$ cat src/rtl/core/rfd_pkg.sv
// ----------------------------------------------------------------------------
// rfd_pkg - rangefinder frame deframer package
// shared types and constants for the 15-byte window deframer
// ----------------------------------------------------------------------------
`default_nettype none

package rfd_pkg;

    localparam int unsigned FRAME_BYTES = 15;
    localparam int unsigned CFG_IDX_W   = 8;

    // register indexes on the config port
    localparam logic [CFG_IDX_W-1:0] CFG_RNG_HEAD = 8'd0;
    localparam logic [CFG_IDX_W-1:0] CFG_RNG_TAIL = 8'd1;
    localparam logic [CFG_IDX_W-1:0] CFG_QRY_HEAD = 8'd2;
    localparam logic [CFG_IDX_W-1:0] CFG_QRY_TAIL = 8'd3;

    localparam logic [7:0] RNG_HEAD_RST = 8'hAA;
    localparam logic [7:0] RNG_TAIL_RST = 8'h55;
    localparam logic [7:0] QRY_HEAD_RST = 8'hCC;
    localparam logic [7:0] QRY_TAIL_RST = 8'h33;

    // window fill count
    localparam logic [3:0] FILL_FULL = 4'd15;
    localparam logic [3:0] FILL_LAST = 4'd14;

    localparam logic FRAME_KIND_DATA  = 1'b0;
    localparam logic FRAME_KIND_QUERY = 1'b1;

    typedef struct packed {
        logic [7:0] rng_head;
        logic [7:0] rng_tail;
        logic [7:0] qry_head;
        logic [7:0] qry_tail;
    } cfg_t;

    typedef struct packed {
        logic        frame_kind;
        logic        checksum_good;
        logic [63:0] payload_first_eight;
        logic [31:0] payload_last_four;
    } result_t;

endpackage

`default_nettype wire

$ cat src/rtl/core/rfd_cell.sv
// ----------------------------------------------------------------------------
// rfd_cell - window cell
// holds one byte of the window and takes its neighbour's byte on each shift
// ----------------------------------------------------------------------------
`default_nettype none

module rfd_cell (
    input  wire logic       clk,
    input  wire logic       shift_en,
    input  wire logic [7:0] d_in,
    output logic      [7:0] q
);

    logic [7:0] data_reg;
    logic [7:0] data_next;

    always_comb
    begin
        data_next = shift_en ? d_in : data_reg;
    end

    always_ff @(posedge clk)
    begin
        data_reg <= data_next;
    end

    assign q = data_reg;

endmodule

`default_nettype wire

$ cat src/rtl/core/rfd_match.sv
// ----------------------------------------------------------------------------
// rfd_match - frame detector
// tests the window as it stands after the incoming byte and builds the result
// ----------------------------------------------------------------------------
`default_nettype none

module rfd_match (
    input  wire logic [7:0]      win [rfd_pkg::FRAME_BYTES],
    input  wire logic [7:0]      rx_byte,
    input  wire logic            full,
    input  wire rfd_pkg::cfg_t   cfg,
    output logic                 hit,
    output rfd_pkg::result_t     result
);

    logic       data_hit;
    logic       query_hit;
    logic [7:0] sum;

    // before the shift, frame byte k sits in cell k+1 and byte 14 is rx_byte
    always_comb
    begin
        data_hit  = full && (win[1] == cfg.rng_head) && (rx_byte == cfg.rng_tail);
        query_hit = full && (win[1] == cfg.qry_head) && (rx_byte == cfg.qry_tail);
        hit       = data_hit || query_hit;

        sum = ((win[2] ^ win[3]) ^ (win[4] ^ win[5]))
            ^ ((win[6] ^ win[7]) ^ (win[8] ^ win[9]))
            ^ ((win[10] ^ win[11]) ^ (win[12] ^ win[13]));

        // data frame wins when both match
        result.frame_kind          = data_hit ? rfd_pkg::FRAME_KIND_DATA
                                              : rfd_pkg::FRAME_KIND_QUERY;
        result.checksum_good       = (sum == win[14]);
        result.payload_first_eight = {win[2], win[3], win[4], win[5],
                                      win[6], win[7], win[8], win[9]};
        result.payload_last_four   = {win[10], win[11], win[12], win[13]};
    end

endmodule

`default_nettype wire

$ cat src/rtl/core/rfd_out.sv
// ----------------------------------------------------------------------------
// rfd_out - result output stage
// output register with a skid entry so the window never waits on one stall
// ----------------------------------------------------------------------------
`default_nettype none

module rfd_out (
    input  wire logic             clk,
    input  wire logic             rst_n,
    input  wire logic             push,
    input  wire rfd_pkg::result_t push_data,
    output logic                  can_accept,
    output logic                  out_valid,
    input  wire logic             out_ready,
    output rfd_pkg::result_t      out_data
);

    logic             main_valid_reg;
    logic             main_valid_next;
    logic             skid_valid_reg;
    logic             skid_valid_next;
    rfd_pkg::result_t main_data_reg;
    rfd_pkg::result_t main_data_next;
    rfd_pkg::result_t skid_data_reg;
    rfd_pkg::result_t skid_data_next;
    logic             out_fire;

    assign out_fire   = main_valid_reg && out_ready;
    assign can_accept = !skid_valid_reg;
    assign out_valid  = main_valid_reg;
    assign out_data   = main_data_reg;

    always_comb
    begin
        main_valid_next = main_valid_reg;
        skid_valid_next = skid_valid_reg;
        main_data_next  = main_data_reg;
        skid_data_next  = skid_data_reg;
        if (skid_valid_reg)
        begin
            if (out_fire)
            begin
                main_data_next  = skid_data_reg;
                skid_valid_next = 1'b0;
            end
        end
        else if (push)
        begin
            if (!main_valid_reg || out_fire)
            begin
                main_data_next  = push_data;
                main_valid_next = 1'b1;
            end
            else
            begin
                skid_data_next  = push_data;
                skid_valid_next = 1'b1;
            end
        end
        else if (out_fire)
        begin
            main_valid_next = 1'b0;
        end
    end

    always_ff @(posedge clk or negedge rst_n)
    begin
        if (!rst_n)
        begin
            main_valid_reg <= 1'b0;
            skid_valid_reg <= 1'b0;
        end
        else
        begin
            main_valid_reg <= main_valid_next;
            skid_valid_reg <= skid_valid_next;
        end
    end

    always_ff @(posedge clk)
    begin
        main_data_reg <= main_data_next;
        skid_data_reg <= skid_data_next;
    end

endmodule

`default_nettype wire

$ cat src/rtl/core/rangefinder_frame_deframer.sv
// ----------------------------------------------------------------------------
// rangefinder_frame_deframer - fixed-length frame deframer
// 15-byte shift window of cells; header/tail match emits one frame result
// ----------------------------------------------------------------------------
//
//  channel  dir  handshake                  payload
//  s_       in   s_tvalid / s_tready        s_tdata[7:0]  rx_byte
//  m_       out  m_tvalid / m_tready        m_tdata[95:0] payload, m_tuser[1:0] kind, checksum
//  cfg_     in   cfg_valid / cfg_ready      cfg_index[7:0], cfg_data[7:0]
//
//  one word per cycle while s_tready is high: each accepted byte shifts the
//  cell chain and is tested against the headers and tails in the same cycle;
//  a result is registered in the output stage. reset restores the header and
//  tail registers, clears the fill count and empties the output stage; the
//  cells are not reset. s_tready drops only when the output and its skid entry
//  both hold a result; cfg_ready is always high.
//
`default_nettype none

module rangefinder_frame_deframer (
    input  wire logic        clk,
    input  wire logic        rst_n,
    // rx_byte
    input  wire logic [7:0]  s_tdata,
    input  wire logic        s_tvalid,
    output logic             s_tready,
    // [63:0] payload_first_eight, [95:64] payload_last_four
    output logic [95:0]      m_tdata,
    // [0] frame_kind, [1] checksum_good
    output logic [1:0]       m_tuser,
    output logic             m_tvalid,
    input  wire logic        m_tready,
    input  wire logic        cfg_valid,
    output logic             cfg_ready,
    input  wire logic [7:0]  cfg_index,
    input  wire logic [7:0]  cfg_data
);

    rfd_pkg::cfg_t    cfg_reg;
    rfd_pkg::cfg_t    cfg_next;
    logic [3:0]       fill_reg;
    logic [3:0]       fill_next;
    logic [3:0]       fill_base;
    logic [7:0]       win [rfd_pkg::FRAME_BYTES];
    logic             s_fire;
    logic             full;
    logic             hit;
    logic             can_accept;
    rfd_pkg::result_t result;
    rfd_pkg::result_t out_data;

    assign cfg_ready = 1'b1;
    assign s_tready  = can_accept;
    assign s_fire    = s_tvalid && can_accept;

    // config registers
    always_comb
    begin
        cfg_next = cfg_reg;
        if (cfg_valid)
        begin
            case (cfg_index)
                rfd_pkg::CFG_RNG_HEAD: cfg_next.rng_head = cfg_data;
                rfd_pkg::CFG_RNG_TAIL: cfg_next.rng_tail = cfg_data;
                rfd_pkg::CFG_QRY_HEAD: cfg_next.qry_head = cfg_data;
                rfd_pkg::CFG_QRY_TAIL: cfg_next.qry_tail = cfg_data;
                default:               cfg_next = cfg_reg;
            endcase
        end
    end

    // cell chain, oldest byte in cell 0
    genvar gi;
    generate
        for (gi = 0; gi < rfd_pkg::FRAME_BYTES; gi++)
        begin : g_cell
            if (gi == rfd_pkg::FRAME_BYTES - 1)
            begin : g_last
                rfd_cell u_cell (
                    .clk      (clk),
                    .shift_en (s_fire),
                    .d_in     (s_tdata),
                    .q        (win[gi])
                );
            end
            else
            begin : g_mid
                rfd_cell u_cell (
                    .clk      (clk),
                    .shift_en (s_fire),
                    .d_in     (win[gi+1]),
                    .q        (win[gi])
                );
            end
        end
    endgenerate

    // window is full once this byte lands
    assign full = (fill_reg >= rfd_pkg::FILL_LAST);

    rfd_match u_match (
        .win     (win),
        .rx_byte (s_tdata),
        .full    (full),
        .cfg     (cfg_reg),
        .hit     (hit),
        .result  (result)
    );

    always_comb
    begin
        fill_base = (fill_reg == rfd_pkg::FILL_FULL) ? rfd_pkg::FILL_LAST : fill_reg;
        fill_next = fill_reg;
        if (s_fire)
        begin
            fill_next = hit ? 4'd0 : fill_base + 4'd1;
        end
    end

    always_ff @(posedge clk or negedge rst_n)
    begin
        if (!rst_n)
        begin
            fill_reg         <= 4'd0;
            cfg_reg.rng_head <= rfd_pkg::RNG_HEAD_RST;
            cfg_reg.rng_tail <= rfd_pkg::RNG_TAIL_RST;
            cfg_reg.qry_head <= rfd_pkg::QRY_HEAD_RST;
            cfg_reg.qry_tail <= rfd_pkg::QRY_TAIL_RST;
        end
        else
        begin
            fill_reg <= fill_next;
            cfg_reg  <= cfg_next;
        end
    end

    rfd_out u_out (
        .clk        (clk),
        .rst_n      (rst_n),
        .push       (s_fire && hit),
        .push_data  (result),
        .can_accept (can_accept),
        .out_valid  (m_tvalid),
        .out_ready  (m_tready),
        .out_data   (out_data)
    );

    assign m_tdata = {out_data.payload_last_four, out_data.payload_first_eight};
    assign m_tuser = {out_data.checksum_good, out_data.frame_kind};

endmodule

`default_nettype wire

$ cat config.mk
export PLATFORM = sky130hd
export DESIGN_NAME = rangefinder_frame_deframer
export DESIGN_NICKNAME = d
export VERILOG_FILES = /design/src/rtl/core/rfd_pkg.sv /design/src/rtl/core/rfd_cell.sv /design/src/rtl/core/rfd_match.sv /design/src/rtl/core/rfd_out.sv /design/src/rtl/core/rangefinder_frame_deframer.sv
export SDC_FILE = /design/constraint.sdc
export NUM_CORES = 1
export LEC_CHECK = 0
export ABC_AREA = 1
export BUFFER_PORTS_ARGS = -buffer_cell sky130_fd_sc_hd__buf_2
export CAP_MARGIN = 10
export CORE_MARGIN = 1
export CORE_UTILIZATION = 36
export CTS_CLUSTER_DIAMETER = 30
export DETAILED_ROUTE_END_ITERATION = 16
export PLACE_DENSITY_LB_ADDON = 0.25
export SETUP_SLACK_MARGIN = 0.4
export SLEW_MARGIN = 20
export SYNTH_ARGS = -nofsm -noshare
export SYNTH_HDL_FRONTEND = slang
export SYNTH_SLANG_ARGS = --single-unit
$ cat constraint.sdc
create_clock -name clk -period 9.93 [get_ports clk]
set_input_delay 0.4965 -clock clk [delete_from_list [all_inputs] [get_ports clk]]
set_output_delay 0.4965 -clock clk [all_outputs]
set_load 0.03 [all_outputs]
==> metrics, run 1 <==
DRC Markers 0; Top FF cell, synth sky130_fd_sc_hd__edfxtp_1; Worst Path Buf+Inv 5; Post-Synthesis Cell Area 14580 um2; async set or reset register ratio after synthesis 10.98%; setup repair after global routing missed its margin false; fraction of layout instances using a drive strength above 1 19.95%; clock latency on the worst-skew pair 0.58 ns; number of flip-flops in the largest register 104; mean number of vias per cell 4.486; global-route total usage across every layer 15.64%; Syn Area/Cell 10.86 um2; Worst Skew 0.01876 ns; maximum fanout along the worst path 67; Final Hold Fails 0; register bit total from synthesis 346; routed wire length 31480 um; port buffer count 128; Die X 203.2 um; overall die height 203.2 um; count of endpoints failing setup in the final report 0; total congestion overflow 0; power density of the placed cells 237.5 nW/um2; initial core utilization 36.60%; synthesized netlist cell count 1342; wire length of the first global-routing pass 50130 um; Routed wire per std cell 14.89 um; Die Outline Area 41300 um2; cell family with most CP delay buffers and inverters; transition time at the pin with the least slew margin 1.068 ns; post-CTS resize count 0; slowest cell on the critical path sky130_fd_sc_hd__a21oi_4; maximum count of clock buffers along a single path 3; diode count 0; relative max-transition margin 28.65%; pins over their slew limit 0; slowest stage delay, CP 0.87 ns; post-detailed-placement half-perimeter wirelength 20520 um; unique cell type count in the Yosys netlist 34; Hold Crit Class in -> async; clock tree from TritonCTS yes; number of warnings issued by yosys 0; library cell occupying the most area in the post-synthesis netlist sky130_fd_sc_hd__edfxtp_1; H-Tree Level Count 3; Setup TNS Final 0 ns; Post-CTS Hold Fix Bufs 0; leading cell types by total area after synthesis sky130_fd_sc_hd__edfxtp_1 63%, sky130_fd_sc_hd__nand2_1 14%, sky130_fd_sc_hd__dfrtp_1 3.8%; critical setup path kind reg -> reg; Design Power 4.370 mW; Layout Area Growth over Synthesis 26.23%; I/O pin total 130; Layout Cells excl Fill 2114; number of rows in the core area 73; worst vdd ir 0.0001208 V; area of the core 39820 um2; most frequent cells after synthesis 563 x sky130_fd_sc_hd__nand2_1, 308 x sky130_fd_sc_hd__edfxtp_1, 136 x sky130_fd_sc_hd__inv_1; sequence of cells on the critical path clkinv_1, buf_4, nand2_1, inv_4, buf_4, nand2_1, a21oi_4, buf_4; endpoint class of the critical path register; finished layout cell area 18400 um2; DR iter-0 viols 594; Max Fclk 0.1917 GHz; detailed-routing iteration count for the pre-antenna-repair pass 5; placed cell areas 15800 um2; CP startpoint kind register; CTS buffer count 76; clock transition at the registers of the reported paths 0.04 ns; antenna violations before repair 0; share of the cycle needed by the critical path after routing 52.52%; required time at the endpoint of the critical path 10.12 ns; count of flip-flops with a built-in enable after synthesis 308; reg2reg setup slack 4.71 ns; final hold slack 0.03397 ns; number of buffers inserted to repair setup after CTS 0; post-route ant nets 0; final weighted congestion in routability-driven placement 0.8877; most frequently used cell type in the post-synthesis netlist sky130_fd_sc_hd__nand2_1; leakage power 7.684 nW; result of the run finished, final reports clean; vias 9484; number of placed instances, taps included 1973; Most common cell on crit path sky130_fd_sc_hd__buf_4; worst path arrival time 5.40 ns; Seq/Total Area, Yosys 70.12%; via count of the first global-routing pass 9508; Mapped Nets 1372; max capacitance violation total 0; largest net degree at the start of global routing 112; nets@finish 1556; total clock sinks 346; clock period minus final worst setup slack 5.215 ns; top cell type's share of synthesized area 63.46%; clock tree root driver cell sky130_fd_sc_hd__clkbuf_16
-- cell families after synthesis --
group	Yosys count	synth area share (%)
adders and majority gates	1	0.08583
other	1	0.02573
and+or+nand+nor	677	18.40
buffers and inverters	164	4.455
xor gates and xnor gates	42	2.524
DFF	346	70.12
AOI/OAI and AO/OA	111	4.395
-- report_power, final --
group	switching (mW)	leakage, nW	internal (mW)	total [mW]
Clock	0.833	1.25	1.67	2.50
Combinational	0.124	3.12	0.0660	0.190
Sequential	0.0430	3.32	1.64	1.68
-- placed cells by master, fill, tap and decap left out, drive strengths merged, types with 19 or more instances in the layout --
| cell type | instances |
|---|---|
| xnor2 | 23 |
| clkbuf | 86 |
| edfxtp | 308 |
| inv | 146 |
| buf | 133 |
| dfrtp | 22 |
| o21ai | 104 |
| clkinv | 28 |
| nand2 | 571 |
| xor2 | 19 |
| nor2 | 47 |
| nand3 | 32 |
-- layout make-up --
class | instances | area (um2)
Fill cell | 3726 | 21420
Sequential cell | 346 | 10220
Multi-Input combinational cell | 832 | 3725
Clock buffer | 86 | 1991
Timing Repair Buffer | 133 | 678.2
Tap cell | 525 | 656.9
Clock inverter | 55 | 608.1
Inverter | 137 | 516.7
-- per-layer routing --
metal	track usage, %	wire, um
met1	20.38	14340
met2	25.00	14690
met3	3.452	1655
met4	6.955	783
met5	0	0
-- path summary, 6_finish.rpt --
kind / startpoint / to / depth (start not counted)
min in group clk: s_tdata[7] / g_cell[14].g_last.u_cell.q[7] / 1
setup / recovery: u_out.skid_valid_reg / u_out.out_data[23] / 8
max in group asynchronous: rst_n / u_out.skid_valid_reg / 1
hold reg to reg: g_cell[14].g_last.u_cell.q[1] / g_cell[13].g_mid.u_cell.q[1] / 0
setup reg to reg: u_out.skid_valid_reg / u_out.out_data[23] / 8
hold / removal: rst_n / cfg_reg[21] / 1
-- worst register-to-register path, stage by stage, from the launching register on --
cell	delay [ns]
sky130_fd_sc_hd__dfrtp_4	0.69
sky130_fd_sc_hd__clkinv_1	0.10
sky130_fd_sc_hd__buf_4	0.38
sky130_fd_sc_hd__nand2_1	0.22
sky130_fd_sc_hd__inv_4	0.55
sky130_fd_sc_hd__buf_4	0.83
sky130_fd_sc_hd__nand2_1	0.33
sky130_fd_sc_hd__a21oi_4	0.87
sky130_fd_sc_hd__buf_4	0.78
-- stage by stage --
stage	setup slack [ns]	utilization [%]
floorplan	1.323	-
global placement	4.694	39.68
detailed placement	4.584	39.68
CTS	4.549	46.20
global route	4.180	46.20
finish	4.715	46.20
Note: power is estimated with default switching activity, not from simulation.
==> run 2: changes to the inputs <==
Settings changed: ABC_AREA 1 to 0.
Clock period 9.93 ns to 4.9 ns, I/O delays scaled along.
==> run 2 against run 1 <==
Compared with the run above:
- the flow now finishes with violations (design-rule violations)
- largest power group unchanged
- design area shrank 6.1%
- synthesized cell count shrank 50%
- global-route usage shrank 1.8 points
- total power grew 100%
- register-to-register slack lost 3.0 ns
- fmax grew 64%
- sequential power grew 100%
- sequential share of layout area grew 3.6 points
==> metrics, run 2 <==
final weighted congestion in routability-driven placement 0.7475 (-16%); area of the core 35830 um2 (-10%); Hold Path Origin m_tready; hold path cells 4; routed wire length 25140 um (-20%); Layout Area Growth over Synthesis 31.12%; diode count 0 (unchanged); worst path arrival time 3.40 ns (-2.00 ns); fraction of layout instances using a drive strength above 1 44.05% (+24 points); DRC Markers 6 (+6); routed wire length on met3 1470 um (-11%); Syn Area/Cell 19.67 um2 (+81%); relative max-transition margin 41.04% (+12 points); library cell occupying the most area in the post-synthesis netlist sky130_fd_sc_hd__edfxtp_1; CTS buffer count 76 (unchanged); endpoint class of the critical path register; required time at the endpoint of the critical path 5.12 ns (-5.00 ns); wire length on met1 11630 um (-19%); pins over their slew limit 0 (unchanged); most frequent cells after synthesis 308 x sky130_fd_sc_hd__edfxtp_1, 129 x sky130_fd_sc_hd__mux2_2, 103 x sky130_fd_sc_hd__xnor2_1; via count of the first global-routing pass 6631 (-30%); top routing layer in use met4; sequential standard cell area 10220 um2 (unchanged); post-CTS resize count 0 (unchanged); Final Hold Fails 0 (unchanged); number of flip-flops in the largest register 104 (unchanged); nets@finish 917 (-41%); Die X 193.3 um (-4.9%); H-Tree Level Count 3 (unchanged); Die Outline Area 37380 um2 (-9.5%); post-route ant nets 0 (unchanged); reported net switching power 1.874 mW (+87%); net switching share of the total power 20.96% (-1.9 points); Worst R2R Path Depth 7 (-1); DR iter-0 viols 386 (-35%); count of flip-flops with a built-in enable after synthesis 308 (unchanged); share of the cycle needed by the critical path after routing 64.92% (+12 points); leakage power 6.161 nW (-20%); Cell Int Power 7.066 mW (+110%); register share of total power 38.0% (-0.4 points); clock latency on the worst-skew pair 0.56 ns (-0.02 ns); Hold Crit Class in -> reg; port buffer count 128 (unchanged); violated checks design-rule violations; register bit total from synthesis 346 (unchanged); top cell type's share of synthesized area 70.17% (+6.7 points); clock tree root driver cell sky130_fd_sc_hd__clkbuf_16; number of placed instances, taps included 1253 (-36%); result of the run complete, but fails checks; reg-to-reg critical path startpoint cfg_reg[18]; antenna violations before repair 1 (+1); global-route total usage across every layer 13.80% (-1.8 points); CP startpoint kind register; leading cell types by total area after synthesis sky130_fd_sc_hd__edfxtp_1 70%, sky130_fd_sc_hd__mux2_2 11%, sky130_fd_sc_hd__xnor2_1 6.8%; total congestion overflow 0 (unchanged); unique cell type count in the Yosys netlist 32 (-5.9%); end of the worst register-to-register path u_out.skid_data_reg[38]; Seq/Total Area, Yosys 77.54% (+7.4 points); area occupied by multi-input gates 2917 um2 (-22%); maximum fanout along the worst path 52 (-22%); async set or reset register ratio after synthesis 10.98% (unchanged); Logic pwr share 4.2% (-0.2 points); maximum count of clock buffers along a single path 3 (unchanged); slowest cell on the critical path sky130_fd_sc_hd__nor3b_4; slowest stage delay, CP 0.74 ns (-0.13 ns); setup repair after global routing missed its margin false; utilization after layout 48.23% (+2.0 points); most frequent cells in the layout 308 x sky130_fd_sc_hd__edfxtp_1, 129 x sky130_fd_sc_hd__mux2_2, 128 x sky130_fd_sc_hd__buf_2; Top FF cell, synth sky130_fd_sc_hd__edfxtp_1; Clk pwr share 57.9% (+0.7 points); post-detailed-placement half-perimeter wirelength 14980 um (-27%); vias 6382 (-33%); Max Fclk 0.3144 GHz (+64%); mean number of vias per cell 4.526 (+0.89%); initial core utilization 36.79% (+0.19 points); number of rows in the core area 69 (-5.5%); transition time at the pin with the least slew margin 0.8844 ns (-0.1833 ns); Worst Skew 0.02642 ns (+0.007662 ns); detailed-routing iteration count for the pre-antenna-repair pass 13 (+8); overall die height 193.3 um (-4.9%); clock tree from TritonCTS yes; wire length of the first global-routing pass 39470 um (-21%); number of warnings issued by yosys 0 (unchanged); Post-Synthesis Cell Area 13180 um2 (-9.6%); met2 WL post-DR 11560 um (-21%); clock period minus final worst setup slack 3.181 ns (-2.034 ns); synthesized netlist cell count 670 (-50%); I/O pin total 130 (unchanged); reg2reg setup slack 1.72 ns (-3.00 ns); count of endpoints failing setup in the final report 0 (unchanged); Layout Cells excl Fill 1410 (-33%); filler instances 2968 (-20%); Mapped Nets 700 (-49%); worst vdd ir 0.0002489 V (+110%); sequence of cells on the critical path xnor2_1, nand4_1, nor4_1, a32o_1, nand2_1, nor3b_4, buf_12; clock transition at the registers of the reported paths 0.04 ns (about the same); max capacitance violation total 0 (unchanged); worst hold path endpoint u_out.skid_valid_reg; total clock sinks 346 (unchanged); critical setup path kind reg -> reg; most common library cell in the layout ignoring fill and taps sky130_fd_sc_hd__edfxtp_1; Routed wire per std cell 17.83 um (+20%); power density of the placed cells 517.3 nW/um2 (+120%); largest net degree at the start of global routing 85 (-24%); most frequently used cell type in the post-synthesis netlist sky130_fd_sc_hd__edfxtp_1
-- run 2: cell types whose count changed in the layout (fill, tap and decap cells not counted), moves of 20 or more --
cell,change
sky130_fd_sc_hd__mux2_2,+129
sky130_fd_sc_hd__nand2_1,-552
sky130_fd_sc_hd__xnor2_1,+80
sky130_fd_sc_hd__nor2_1,-44
sky130_fd_sc_hd__o21ai_0,-69
sky130_fd_sc_hd__inv_1,-133
sky130_fd_sc_hd__nand3_1,-30
sky130_fd_sc_hd__o21ai_2,-20
-- run 2: power groups by stage --
stage / logic, mW / registers [mW] / clock network (mW)
6_report: 0.372 / 3.40 / 5.17
5_1_grt: 0.413 / 3.41 / 5.45
4_1_cts: 0.384 / 3.40 / 5.29
3_5_place_dp: 0.371 / 3.45 / 0
3_3_place_gp: 0.369 / 3.44 / 0
2_1_floorplan: 0.275 / 3.42 / 0
-- run 2: metal layers --
metal	track usage (%)	vias up
li1	-	3009
met1	19.07	3157
met2	20.52	173
met3	3.661	43
met4	6.015	0
met5	0	-
-- run 2: how the worst max path moves through the flow --
stage	from	endpoint	slack [ns]	cells after the start
after global placement	cfg_reg[18]	u_out.skid_data_reg[51]	1.81	7
after global routing	cfg_reg[18]	u_out.skid_data_reg[65]	1.53	7
after detailed placement	cfg_reg[18]	u_out.skid_data_reg[43]	1.70	7
after floorplan	u_out.skid_valid_reg	u_out.out_data[0]	-0.58	5
final	cfg_reg[18]	u_out.skid_data_reg[38]	1.72	7
after CTS	cfg_reg[18]	u_out.skid_data_reg[38]	1.69	7
-- run 2: per-stage QoR --
| stage | TNS [ns] | area (um2) | hold WS (ns) | total power, mW | worst slack, ns |
|---|---|---|---|---|---|
| after floorplan | -81.30 | 13210 | -0.05059 | 3.695 | -0.5795 |
| after global placement | 0 | 14470 | 0.4135 | 3.813 | 1.808 |
| after detailed placement | 0 | 14470 | 0.4187 | 3.818 | 1.697 |
| after CTS | 0 | 17280 | 0.005937 | 9.074 | 1.687 |
| after global routing | 0 | 17280 | 0.02766 | 9.266 | 1.530 |
| final | 0 | 17280 | 0.03238 | 8.939 | 1.719 |
-- run 2: critical path: cells and delay by family (launching register included) --
kind	cells	cell delay [ns]
compound gates	1	0.32
xor+xnor	1	0.11
flops	1	0.53
simple gates	4	1.48
buf+inv	1	0.38
-- run 2: layout make-up --
type / count / share of cell area [%]
flip-flops and latches: 346 / 59.16
well taps: 461 / 3.338
multi-input cells: 307 / 16.88
clock buffers: 83 / 11.21
clock inverters: 57 / 4.076
inverters: 4 / 0.1231
repair buffers: 152 / 5.213
-- run 2: timing repair --
action,in CTS,in global routing
endpoints found under the setup margin,0,0
setup buffers,0,0
endpoints found under the hold margin,61,0
hold buffers,17,0
-- run 2: cells by family after synthesis --
| family | after synthesis | synth area share [%] |
|---|---|---|
| adders and majority gates | 1 | 0.09492 |
| buffers and inverters | 17 | 0.5126 |
| AOI/OAI and AO/OA | 12 | 0.5980 |
| other | 1 | 0.02845 |
| DFF | 346 | 77.54 |
| xor gates and xnor gates | 128 | 8.506 |
| and+or+nand+nor | 36 | 1.699 |
| muxes | 129 | 11.02 |
